### src/hw/rtl/utkpq_pkg.sv
// Shared types and codes for the urgent-then-keyed priority queue.
`default_nettype none

package utkpq_pkg;

   // request kinds carried on req_tuser
   localparam logic [1:0] MODE_PUSH_URGENT = 2'd0;
   localparam logic [1:0] MODE_PUSH_KEY    = 2'd1;
   localparam logic [1:0] MODE_POP         = 2'd2;

   // result status carried on rsp_tuser
   localparam logic [1:0] STATUS_OK    = 2'd0;
   localparam logic [1:0] STATUS_FULL  = 2'd1;
   localparam logic [1:0] STATUS_EMPTY = 2'd2;

   localparam int MODE_BITS   = 2;
   localparam int KEY_BITS    = 4;
   localparam int ITEM_W      = 16;
   localparam int STATUS_BITS = 2;
   localparam int TOTAL_BITS  = 9;

   localparam int REQ_DATA_BITS = 24;
   localparam int RSP_DATA_BITS = 32;

   typedef enum logic [2:0] {
      ST_IDLE   = 3'b001,
      ST_EXEC   = 3'b010,
      ST_FINISH = 3'b100
   } state_type;

   typedef struct packed {
      logic capture;
      logic execute;
      logic finish;
   } ctl_cmd_type;

   typedef struct packed {
      logic out_free;
   } ctl_stat_type;

endpackage

`default_nettype wire

### src/hw/rtl/utkpq_ctrl.sv
// Sequencing state machine for the priority queue.
`default_nettype none

module utkpq_ctrl
   import utkpq_pkg::*;
(
   input  wire logic         clock,
   input  wire logic         reset,
   input  wire logic         req_valid,
   output logic              req_ready,
   input  wire ctl_stat_type stat,
   output ctl_cmd_type       cmd
);

   state_type state_ff;
   state_type state_in;

   always_comb begin
      state_in    = state_ff;
      cmd         = '0;
      req_ready   = 1'b0;
      case (state_ff)
         ST_IDLE: begin
            // no item is taken while reset is held
            req_ready = !reset;
            if (req_valid && !reset) begin
               cmd.capture = 1'b1;
               state_in    = ST_EXEC;
            end
         end
         ST_EXEC: begin
            cmd.execute = 1'b1;
            state_in    = ST_FINISH;
         end
         ST_FINISH: begin
            // wait for the output register to drain
            if (stat.out_free) begin
               cmd.finish = 1'b1;
               state_in   = ST_IDLE;
            end
         end
         default: begin
            state_in = ST_IDLE;
         end
      endcase
   end

   always_ff @(posedge clock) begin
      if (reset) begin
         state_ff <= ST_IDLE;
      end else begin
         state_ff <= state_in;
      end
   end

endmodule

`default_nettype wire

### config.mk
export PLATFORM = sky130hd
export DESIGN_NAME = utkpq_ctrl
export DESIGN_NICKNAME = d
export VERILOG_FILES = /design/src/hw/rtl/utkpq_pkg.sv /design/src/hw/rtl/utkpq_ctrl.sv
export SDC_FILE = /design/constraint.sdc
export NUM_CORES = 1
export LEC_CHECK = 0
export BUFFER_PORTS_ARGS = -buffer_cell sky130_fd_sc_hd__clkbuf_2
export CORE_AREA = 8 8 45 47
export CTS_CLUSTER_SIZE = 10
export DETAILED_ROUTE_END_ITERATION = 12
export DIE_AREA = 0 0 53 55
export PLACE_DENSITY = 0.3
export SETUP_SLACK_MARGIN = 0.4
export SLEW_MARGIN = 10
export SYNTH_ARGS = -nofsm -noshare
export SYNTH_HDL_FRONTEND = slang
export SYNTH_SLANG_ARGS = --single-unit
### constraint.sdc
create_clock -name clock -period 1.98 [get_ports clock]
set_input_delay 0.396 -clock clock [delete_from_list [all_inputs] [get_ports clock]]
set_output_delay 0.396 -clock clock [all_outputs]
set_load 0.005 [all_outputs]
==> run summary, run 1 <==
The die extent in x is 53 microns. The number of buffers inserted by port buffering came out at 7. The count of cells in the finished layout, fillers not included, comes to 42. After layout, the design draws a total of 200 uW. The via total after detailed routing is 161. The iteration count of the initial detailed-routing pass is 4.

The setup slack after layout came out at 451 ps. The met2 global-route usage is 3.32%. The number of placed instances, taps included came out at 38. TritonCTS built the clock tree. Across every metal layer, demand over resource in global routing totals 3.77%. The final count of pins violating max slew is 0. The top achievable clock speed came out at 0.654 GHz. The peak fanout along the critical path came out at 7. The slowest stage of the critical path belongs to the cell sky130_fd_sc_hd__dfxtp_2. The final critical delay including setup and external delays came out at 1530 ps. The number of buffers inserted for hold repair after clock tree synthesis is 0. The number of nets in the synthesized netlist came out at 20. 0 antenna diodes ended up in the layout. The number of library cell types mapped by synthesis is 12. The worst setup path startpoint is state_ff[1].

Sequential cells were found to cover 35.3% of the synthesized design area. The critical path capture point type is a primary output. The share of total power consumed by net switching came out at 23.0%. The remaining number of nets flagged by the antenna check after routing is 0. The number of hold-slack violations in the final timing report is 0. The global-route wire length before repair is 696 microns.

The total leakage power came out at 0.108 nW. The total detailed-routing wirelength is 439 microns. The flow ran to the end, and the final reports show no timing, DRC or antenna violations.

The synthesized area came out at 170 sq um. The share of the synthesized area in compound gates (AO/OA/AOI/OAI) came out at 11.8%. The setup TNS came out at 0 ps. The sequential cell area in the final layout came out at 62.6 sq um. The flip-flop count of the largest register, all copies and words added is 3. The synthesis warning total is 0. The switching power came out at 46.1 uW. Entering global routing, the biggest net connects 8 pins. The total DRC errors in the routed layout is 0. STA classifies the critical path startpoint as a flip-flop.

The routed wirelength normalized by instance count is 10.5 microns. The count of state elements after synthesis is 3. The total global routing overflow came out at 0.

Clock tree synthesis selected as its root buffer the cell sky130_fd_sc_hd__clkbuf_4. The initial core utilization is 12.3%. The met1 track utilization from global routing is 4.25%. The startpoint identified for the worst register-to-register timing path is state_ff[2]. The part of the total power dissipated in sequential elements came out at 35.3%. The later pin in the worst-skew pair is clocked with a latency of 230 ps. The y dimension of the die is 55 microns.

The H-tree depth reported by CTS is 1. The final setup violation count came out at 0. Walking the worst path, the cells encountered are nor4b_4 -> and2_1 -> clkbuf_2. The share of the synthesized netlist area taken by xor and xnor gates is 0%.

The headroom to the max-slew limit came out at 83.4%. The startpoint identified for the worst hold timing path is req_valid. The actual slew at the worst max-slew pin is 245 ps.

The buffer levels on the longest clock path came out at 2. In the finished design, the share of the clock period the worst path needs comes to 77.2%. Row generation in the floorplan step produced 14 rows.

Of the total synthesized cell area, the portion taken by full adders, half adders and majority gates is 0%. state_ff holds more flip-flops than any other register. The core box area is 1380 sq um. The count of fill cells added during filler insertion is 160. The clock-pin slew reported for the worst setup and hold paths after clock tree synthesis is 40 ps. The number of antenna violations at the first check in global routing came out at 0. The synthesized area per cell is 10.6 sq um. The I/O pin total came out at 8. The CTS buffer count came out at 3. At the end of the flow the core is filled with cells to 18.4%. The most utilized layer in the global route result is met4.

Setup repair after global routing could not meet its margin everywhere. The placement-stage worst setup slack came out at 516 ps. The die outline area came out at 2920 sq um. The worst clock skew came out at 0.316 ps.

The post-CTS repair timing setup buffer count came out at 0. The highest ir drop seen on vdd came out at 0.283 mV. Summing the areas of all and, or, nand and nor instances in the mapped netlist gives 46.3% of the synthesized area. The net count of the finished layout came out at 31. The share of total power dissipated in combinational logic is 11.1%.

The largest stage delay on the critical path is 350 ps. Power spread over the standard cell area amounts to 784 nW/um^2. For the worst setup path, the data required time is 1580 ps. The mux cell area share after synthesis came out at 0%. Max-cap violations in this run came to 0. The category of the critical setup timing path is flip-flop to primary output.

The detailed router's first-iteration violation count is 2. The routed via count divided by cell count came out at 3.83. The worst path arrival time came out at 1130 ps. The met3 usage in global routing came out at 3.21%. The class of the tightest hold or removal check is input port to flip-flop.

Of the cells placed in the final design, the portion with a size suffix greater than 1 is 53.8%. Routability-driven placement finished with a final weighted congestion of 0.700. The via count of the first global-routing pass came to 159. The largest registers in the layout are state_ff: 3 flops. After synthesis, the largest family of logic cells by area is simple AND/OR/NAND/NOR gates. The fraction of power consumed by the clock network came out at 53.6%. Summing all multi-input logic gate instances after layout gives 108 sq um.

The synthesis-to-finish area growth came out at 50.0%. The internal portion of the total power is 154 uW. The number of instances in the synthesized netlist came out at 16.

The clock sink total is 3.
## cell families (layout without fill, tap and decap cells)
logic type	after synthesis	count (layout)
simple gates	9	9
buf+inv	2	12
compound gates	2	2
flops	3	3
## cells in the final DEF (no fill, tap or decap), drive strengths merged
master	instances
nor4b	2
and2	2
clkbuf	11
o31ai	1
or3b	1
inv	1
nor4bb	2
dfxtp	3
nand2b	1
a211oi	1
nor3b	1
## through the flow
step | cell area (sq um) | hold slack, ps
detailed placement | 218 | 517
finish | 255 | 396
floorplan | 170 | 461
global route | 255 | 407
global placement | 218 | 530
CTS | 255 | 394
## repair_timing
item	4_1_cts	5_1_grt
gates resized for setup	3	0
endpoints found under the setup margin	1	1
pin swaps	1	0
## Yosys cell counts
cell	instances	share of area (%)
sky130_fd_sc_hd__nor4bb_1	2	12
sky130_fd_sc_hd__buf_4	1	4.4
sky130_fd_sc_hd__nor3b_1	1	4.4
sky130_fd_sc_hd__o31ai_1	1	4.4
sky130_fd_sc_hd__or3b_1	1	5.1
sky130_fd_sc_hd__nor4b_2	1	8.8
sky130_fd_sc_hd__inv_1	1	2.2
sky130_fd_sc_hd__a211oi_2	1	7.4
sky130_fd_sc_hd__dfxtp_1	3	35
sky130_fd_sc_hd__nor4b_1	1	5.1
sky130_fd_sc_hd__and2_1	2	7.4
sky130_fd_sc_hd__nand2b_1	1	3.7
## cell type report
type,instances,area share (%)
Sequential cell,3,24.5
Tap cell,16,7.84
Inverter,1,1.47
Multi-Input combinational cell,11,42.2
Timing Repair Buffer,7,13.7
Clock buffer,4,10.3
## power groups by stage
| stage | Clock, mW | Combinational, mW | Sequential (mW) |
|---|---|---|---|
| floorplan | 0 | 0.0114 | 0.0689 |
| global route | 0.121 | 0.0244 | 0.0711 |
| global placement | 0 | 0.0201 | 0.0705 |
| finish | 0.107 | 0.0222 | 0.0707 |
| detailed placement | 0 | 0.0199 | 0.0702 |
| CTS | 0.114 | 0.0227 | 0.0706 |
## worst max-delay path, delay by kind of cell (launching register included)
family	cells	cell delay (ps)
AND/OR/NAND/NOR	2	450
buffers and inverters	1	100
flip-flops	1	350
## routing by layer
layer | routed length (microns) | part of all wire [%] | up-vias
li1 | - | - | 81
met4 | 19 | 4.3 | 0
met1 | 221 | 50 | 68
met5 | 0 | 0 | -
met3 | 53 | 12 | 2
met2 | 144 | 33 | 10
## worst paths after layout
kind                  to  slack, ps  depth (start not counted)
max               cmd[2]        450                          3
min          state_ff[1]        400                          2
max reg2reg  state_ff[2]        830                          2
min reg2reg  state_ff[2]        480                          1
(Power assumes the default switching activity.)
==> run 2, diff against run 1 <==
clock period = 1.49 ns   (was 1.98 ns; I/O delays follow)
==> run 2 against run 1 <==
Compared with the run above:
- first-iteration DRC count did not move
- critical endpoint unchanged
- hold slack got worse by 120 ps
- clock skew rose by 8.0 ps
- power rose by 37%
- combinational power rose by 55%
- critical path type unchanged
- largest power group unchanged
- flip-flop and latch count did not move
- core utilization rose by 2.5 points
==> run summary, run 2 (same netlist as run 1, synthesis figures left out) <==
The CTS buffer count is 3 (unchanged). The routed via count divided by cell count is 4.07 (+6.1%). The slowest stage of the critical path is the sky130_fd_sc_hd__dfxtp_4 cell. Walking the worst path, the cells encountered are nor4b_4 -> and2_1 -> buf_2.

The final count of pins violating max slew came to 0 (unchanged). The via total after detailed routing is 179 (+11%). The sequential cell area in the final layout is 71.3 sq um (+14%).

The detailed router used layers up to and including met4. The multi-input gate area in the final layout came to 119 sq um (+10%). The amount of wire on met2 after detailed routing is 203 microns (+41%). The cell type group with the largest total delay on the critical path is simple AND/OR/NAND/NOR gates.

The worst hold endpoint is state_ff[2]. The net count of the finished layout came out at 33 (+6.5%). The total leakage power came out at 0.123 nW (+14%). The core box area came out at 1380 sq um (unchanged). The maximum number of pins on one net before global-route repair is 8 (unchanged). The total routing resource utilization after global routing came out at 4.15% (+0.38 points). The flip-flop count of the largest register, all copies and words added came out at 3 (unchanged). The clock sink total was 3 (unchanged).

The y dimension of the die came to 55 microns (unchanged). The worst-case register-to-register setup slack came out at 400 ps (-430 ps). The actual slew at the worst max-slew pin came out at 251 ps (+5.11 ps). The final critical delay including setup and external delays came out at 1450 ps. The wire length on met1 came to 225 microns (+1.8%).

The number of antenna violations at the first check in global routing was 0 (unchanged). The routed wirelength normalized by instance count is 11.4 microns (+9.2%). The startpoint identified for the worst hold timing path is reset. The total global routing overflow came out at 0 (unchanged).

The total DRC errors in the routed layout came to 0 (unchanged). The number of placed instances, taps included is 38 (unchanged). The number of buffers inserted by port buffering came out at 7 (unchanged). The critical path required time came out at 1190 ps (-390 ps). The highest ir drop seen on vdd came out at 0.313 mV (+11%). The remaining number of nets flagged by the antenna check after routing was 0 (unchanged). The die outline area came to 2920 sq um (unchanged). The number of buffers inserted for hold repair after clock tree synthesis is 0 (unchanged). The final setup violation count came out at 0 (unchanged). The total inserted antenna cells is 0 (unchanged).

The number of cells on the worst reg-to-reg path is 3 (+1). The worst path arrival time came to 1150 ps (+20 ps). Counting flops per register, the top entry is state_ff.

The category of the critical setup timing path is flip-flop to primary output. Leaving out fill and tap cells, the most frequent cells in the layout are sky130_fd_sc_hd__clkbuf_2 (4), sky130_fd_sc_hd__clkbuf_4 (3), sky130_fd_sc_hd__buf_2 (3), sky130_fd_sc_hd__dfxtp_4 (3). The die extent in x is 53 microns (unchanged). The final worst-path cycle share came out at 97.4%. The core utilization of the finished layout was 21.0% (+2.5 points). The buffer levels on the longest clock path came out at 2 (unchanged). The via count of the first global-routing pass came to 188 (+18%).

The clock network latency to the later pin of the worst-skew pair came out at 240 ps (about the same). The category of the worst setup path launch point is a flip-flop. The worst clock skew was 8.33 ps (+8.01 ps).

The setup TNS came out at 0 ps (unchanged). The initial core utilization is 12.3% (unchanged). The hold slack is 280 ps (-115 ps). The share of cells above drive strength 1 came out at 64.3% (+10 points). TritonCTS built the clock tree. The sum of buffers and inverters on the critical path came out at 1 (unchanged). The detailed router's first-iteration violation count is 2 (unchanged). The largest registers in the layout are state_ff: 3 flops. The H-tree depth reported by CTS came out at 1 (unchanged).

The I/O pin total came to 8 (unchanged). The top achievable clock speed came out at 0.689 GHz. The total detailed-routing wirelength came to 502 microns (+14%). Clock tree synthesis selected as its root buffer the cell sky130_fd_sc_hd__clkbuf_4.

The clock-pin slew reported for the worst setup and hold paths after clock tree synthesis came to 40 ps (about the same). The synthesis-to-finish area growth is 70.6%. The number of cells on the worst hold path came out at 2 (unchanged). Setup repair after global routing could not meet its margin everywhere. The number of hold-slack violations in the final timing report was 0 (unchanged). The flow ran to the end, and the final reports show no timing, DRC or antenna violations.

The reg-to-reg startpoint is state_ff[1]. The count of non-filler cells in the finished layout came out at 44 (+4.8%). The headroom to the max-slew limit came out at 83.1% (-0.35 points). The largest stage delay on the critical path is 360 ps (about the same). The number of max-cap violations came out at 0 (unchanged). In this run the critical register-to-register path is captured at state_ff[2]. The peak fanout along the critical path is 7 (unchanged). The iteration count of the initial detailed-routing pass came out at 2 (-2). Leaving out fill and tap cells, the most frequent cell in the layout is sky130_fd_sc_hd__clkbuf_2. The number of cell rows is 14 (unchanged). The cell area power density is 942 nW/um^2 (+20%). The global-route wire length before repair came out at 814 microns (+17%).

The critical path capture point type is a primary output. The routed wire length on met3 came to 65 microns (+23%). The count of fill cells added during filler insertion is 157 (-1.9%). The routability congestion estimate is 0.607 (-13%). The tightest min-delay check is of the input port to flip-flop type.
run 2: changes by cell type in the layout (fill, tap and decap cells not counted):
cell                       before  now
sky130_fd_sc_hd__buf_2          0    3
sky130_fd_sc_hd__buf_4          0    2
sky130_fd_sc_hd__clkbuf_2       7    4
sky130_fd_sc_hd__dfxtp_1        1    0
sky130_fd_sc_hd__dfxtp_2        2    0
sky130_fd_sc_hd__dfxtp_4        0    3
sky130_fd_sc_hd__nor3b_1        1    0
sky130_fd_sc_hd__nor3b_4        0    1
run 2: worst reg2reg max path, delay by kind of cell (launching register included):
kind	cells	cell delay, ps
flip-flops	1	360
AND/OR/NAND/NOR	1	360
buffers and inverters	1	140
AO/OA/AOI/OAI	1	170
run 2: power breakdown:
part | switching, mW | internal, mW
clock network | 0.0467 | 0.101
registers | 0.00904 | 0.0829
logic | 0.0124 | 0.0218
run 2: worst max path at each step:
stage,from,endpoint,slack [ps],cells after the start
2_1_floorplan,state_ff[1],cmd[2],410,2
3_3_place_gp,reset,cmd[2],180,4
3_5_place_dp,reset,cmd[2],170,4
4_1_cts,state_ff[1],cmd[2],20,3
5_1_grt,state_ff[2],cmd[2],-9,3
6_report,state_ff[2],cmd[2],40,3
run 2: layout make-up:
class | instances | share of cell area (%)
inverters | 1 | 1.29
well taps | 16 | 6.90
flip-flops and latches | 3 | 24.6
repair buffers | 9 | 17.2
clock buffers | 4 | 9.05
multi-input cells | 11 | 40.9
run 2: repair_timing:
| action | CTS | global route |
|---|---|---|
| resized for setup | 6 | 3 |
| pin swaps | 4 | 2 |
| buffers inserted | 1 | 1 |
| endpoints found under the setup margin | 5 | 5 |
run 2: layer usage:
layer / up-vias / global-route usage (%)
li1: 84 / -
met4: 0 / 2.59
met2: 9 / 5.86
met1: 84 / 3.34
met3: 2 / 4.81
met5: - / 0
run 2: per-stage QoR:
stage | worst slack [ps] | cell area, sq um | total power [mW]
after floorplan | 405 | 181 | 0.111
after global placement | 180 | 229 | 0.126
after detailed placement | 168 | 229 | 0.125
after CTS | 17.4 | 283 | 0.284
after global routing | -8.60 | 290 | 0.296
final | 39.2 | 290 | 0.274
==> run 3, diff against run 2 <==
BUFFER_PORTS_ARGS = unset   (was -buffer_cell sky130_fd_sc_hd__clkbuf_2)
DONT_BUFFER_PORTS = 1   (was unset)
PLACE_DENSITY = unset   (was 0.3)
PLACE_DENSITY_LB_ADDON = 0.3   (was unset)
==> run 3 against run 2 <==
Compared with the run above:
- die area stayed put
- core utilization is 2.3 points higher
- final area is 11% higher
- power is 3.6% higher
- flip-flop and latch count stayed put
- critical endpoint unchanged
- largest power group unchanged
==> run summary, run 3 (same netlist as run 1, synthesis figures left out) <==
The flow ran to the end, and the final reports show no timing, DRC or antenna violations. The commonest non-fill, non-tap cell in the layout is sky130_fd_sc_hd__buf_4. Setup repair after global routing could not meet its margin everywhere. The top achievable clock speed came out at 0.710 GHz (+3.1%). The die extent in x was 53 microns (unchanged). The worst path arrival time is 1110 ps (-40 ps). The category of the critical setup timing path is flip-flop to primary output. The cell area power density is 882 nW/um^2 (-6.4%).

The y dimension of the die is 55 microns (unchanged). STA classifies the critical path endpoint as a primary output. The actual slew at the worst max-slew pin was 457 ps (+207 ps).

The synthesis-to-finish area growth came out at 89.0%. The number of cells on the worst reg-to-reg path is 5 (+2). The count of fill cells added during filler insertion came to 153 (-2.5%). The maximum number of pins on one net before global-route repair is 8 (unchanged). The number of buffers inserted by port buffering is 0 (-7).

The routed wirelength normalized by instance count came out at 12.7 microns (+11%). The total detailed-routing wirelength is 519 microns (+3.4%). The total DRC errors in the routed layout is 0 (unchanged). The via total after detailed routing is 168 (-6.1%).

The number of antenna violations at the first check in global routing came to 0 (unchanged). The count of non-filler cells in the finished layout came to 41 (-6.8%). Ranked by flip-flop count, first place goes to state_ff. The critical path ends at cmd[2].

The I/O pin total came to 8 (unchanged). The iteration count of the initial detailed-routing pass was 1 (-1). The highest ir drop seen on vdd is 0.430 mV (+37%). The largest registers in the layout are state_ff: 3 flops. In this run the critical register-to-register path is launched from state_ff[1]. The buffer type at the clock tree root is sky130_fd_sc_hd__clkbuf_4.

TritonCTS built the clock tree. The total leakage power was 0.117 nW (-4.6%). The worst setup path is launched from a flip-flop. The final setup violation count was 0 (unchanged). The clock network latency to the later pin of the worst-skew pair came out at 230 ps (about the same). In the layout the commonest cells are sky130_fd_sc_hd__buf_4 (4), sky130_fd_sc_hd__clkbuf_4 (3), sky130_fd_sc_hd__nor4b_4 (2), sky130_fd_sc_hd__buf_6 (2), sky130_fd_sc_hd__dfxtp_4 (2). The detailed router's first-iteration violation count is 0 (-2). The number of max-cap violations came to 0 (unchanged). The fraction of power consumed by the clock network is 50.2% (-3.7 points). The total inserted antenna cells is 0 (unchanged). The final critical delay including setup and external delays came out at 1410 ps (-42.9 ps). The switching power came to 65.4 uW (-4.1%). The share of total power in combinational logic came to 17.5% (+5.0 points). The flip-flop count of the largest register, all copies and words added was 3 (unchanged).

The number of hold-slack violations in the final timing report came out at 0 (unchanged). The via count of the first global-routing pass came out at 174 (-7.4%). The share of cells above drive strength 1 came out at 80.0% (+16 points). The initial core utilization is 12.3% (unchanged). The internal power came out at 218 uW (+6.2%). The clock sink total came to 3 (unchanged). The H-tree depth reported by CTS was 1 (unchanged). The core box area came out at 1380 sq um (unchanged). The buffer levels on the longest clock path came out at 2 (unchanged). The routed via count divided by cell count came out at 4.10 (+0.72%).

The net count of the finished layout is 30 (-9.1%). The area of placed instances is 194 sq um (-15%). The CTS buffer count is 3 (unchanged).

The critical path required time is 1190 ps (about the same). The remaining number of nets flagged by the antenna check after routing came to 0 (unchanged). The final worst-path cycle share came out at 94.5% (-2.9 points). The number of placed instances, taps included is 31 (-18%). The class of the tightest hold or removal check is input port to flip-flop. The final count of pins violating max slew came out at 0 (unchanged). The worst setup path startpoint is state_ff[1]. The peak fanout along the critical path came out at 3 (-4).

The cell area after layout is 322 sq um (+11%). The total routing resource utilization after global routing is 4.26% (+0.10 points). The global-route wire length before repair came out at 807 microns (-0.86%). The share of total power consumed by net switching came out at 23.1% (-1.9 points). The headroom to the max-slew limit was 69.1% (-14 points). The worst-case register-to-register setup slack came out at 140 ps (-260 ps). The die outline area came out at 2920 sq um (unchanged). The total global routing overflow is 0 (unchanged).

The routability congestion estimate is 0.574 (-5.5%). The number of buffers inserted for hold repair after clock tree synthesis is 0 (unchanged). The clock-pin slew reported for the worst setup and hold paths after clock tree synthesis came to 40 ps (about the same).

The part of the total power dissipated in sequential elements was 32.3% (-1.3 points). The worst register-to-register path ends at state_ff[2]. The worst clock skew is 0.247 ps (-8.08 ps). The overall power of the completed layout came out at 284 uW (+3.6%). The number of cell rows came out at 14 (unchanged).
[run 3: metrics by stage]
| stage | hold slack [ps] | utilization, % | TNS [ps] | setup WS (ps) |
|---|---|---|---|---|
| finish | 125 | 23.2 | 0 | 82.1 |
| global route | 102 | 23.2 | -4.63 | -4.63 |
| CTS | 112 | 20.2 | 0 | 66.7 |
| detailed placement | 368 | 14.0 | 0 | 315 |
| global placement | 367 | 14.0 | 0 | 312 |
| floorplan | 363 | - | 0 | 405 |
[run 3: worst min path at each step]
stage / cells past startpoint / from / slack [ps] / end
after global routing: 1 / reset / 100 / state_ff[2]
after detailed placement: 1 / reset / 370 / state_ff[2]
after global placement: 1 / reset / 370 / state_ff[2]
after CTS: 1 / reset / 110 / state_ff[2]
after floorplan: 1 / reset / 360 / state_ff[2]
final: 1 / reset / 120 / state_ff[2]
[run 3: area by class of cell]
type / count / area [sq um] / share of cell area, %
Clock buffer: 4 / 26.3 / 8.17
Timing Repair Buffer: 6 / 52.6 / 16.3
Sequential cell: 3 / 68.8 / 21.4
Multi-Input combinational cell: 11 / 150 / 46.7
Inverter: 1 / 3.75 / 1.17
Tap cell: 16 / 20.0 / 6.23
[run 3: critical path, stage by stage, from the launching register on]
cell and delay [ps]:
sky130_fd_sc_hd__dfxtp_4 350, sky130_fd_sc_hd__nor4b_4 330, sky130_fd_sc_hd__and2_4 200
[run 3: per-layer routing]
| metal | vias to the layer above | wire (microns) | global-route usage, % |
|---|---|---|---|
| met5 | - | 0 | 0 |
| met4 | 0 | 0 | 5.17 |
| met3 | 0 | 79 | 3.48 |
| met2 | 8 | 231 | 5.08 |
| met1 | 80 | 208 | 4.08 |
| li1 | 80 | - | - |
[run 3: power by group through the flow]
stage                     sequential (mW)  combinational, mW  clock, mW
after global placement             0.0945             0.0198          0
after global routing               0.0921             0.0530      0.165
final                              0.0916             0.0495      0.142
after floorplan                    0.0933             0.0181          0
after CTS                          0.0929             0.0332      0.152
after detailed placement           0.0949             0.0196          0
[run 3: timing repair]
item | 4_1_cts | 5_1_grt
setup endpoints to repair | 6 | 6
pin swaps | 5 | 1
cloned | 0 | 0
gates resized for setup | 8 | 5
buffers inserted | 3 | 3
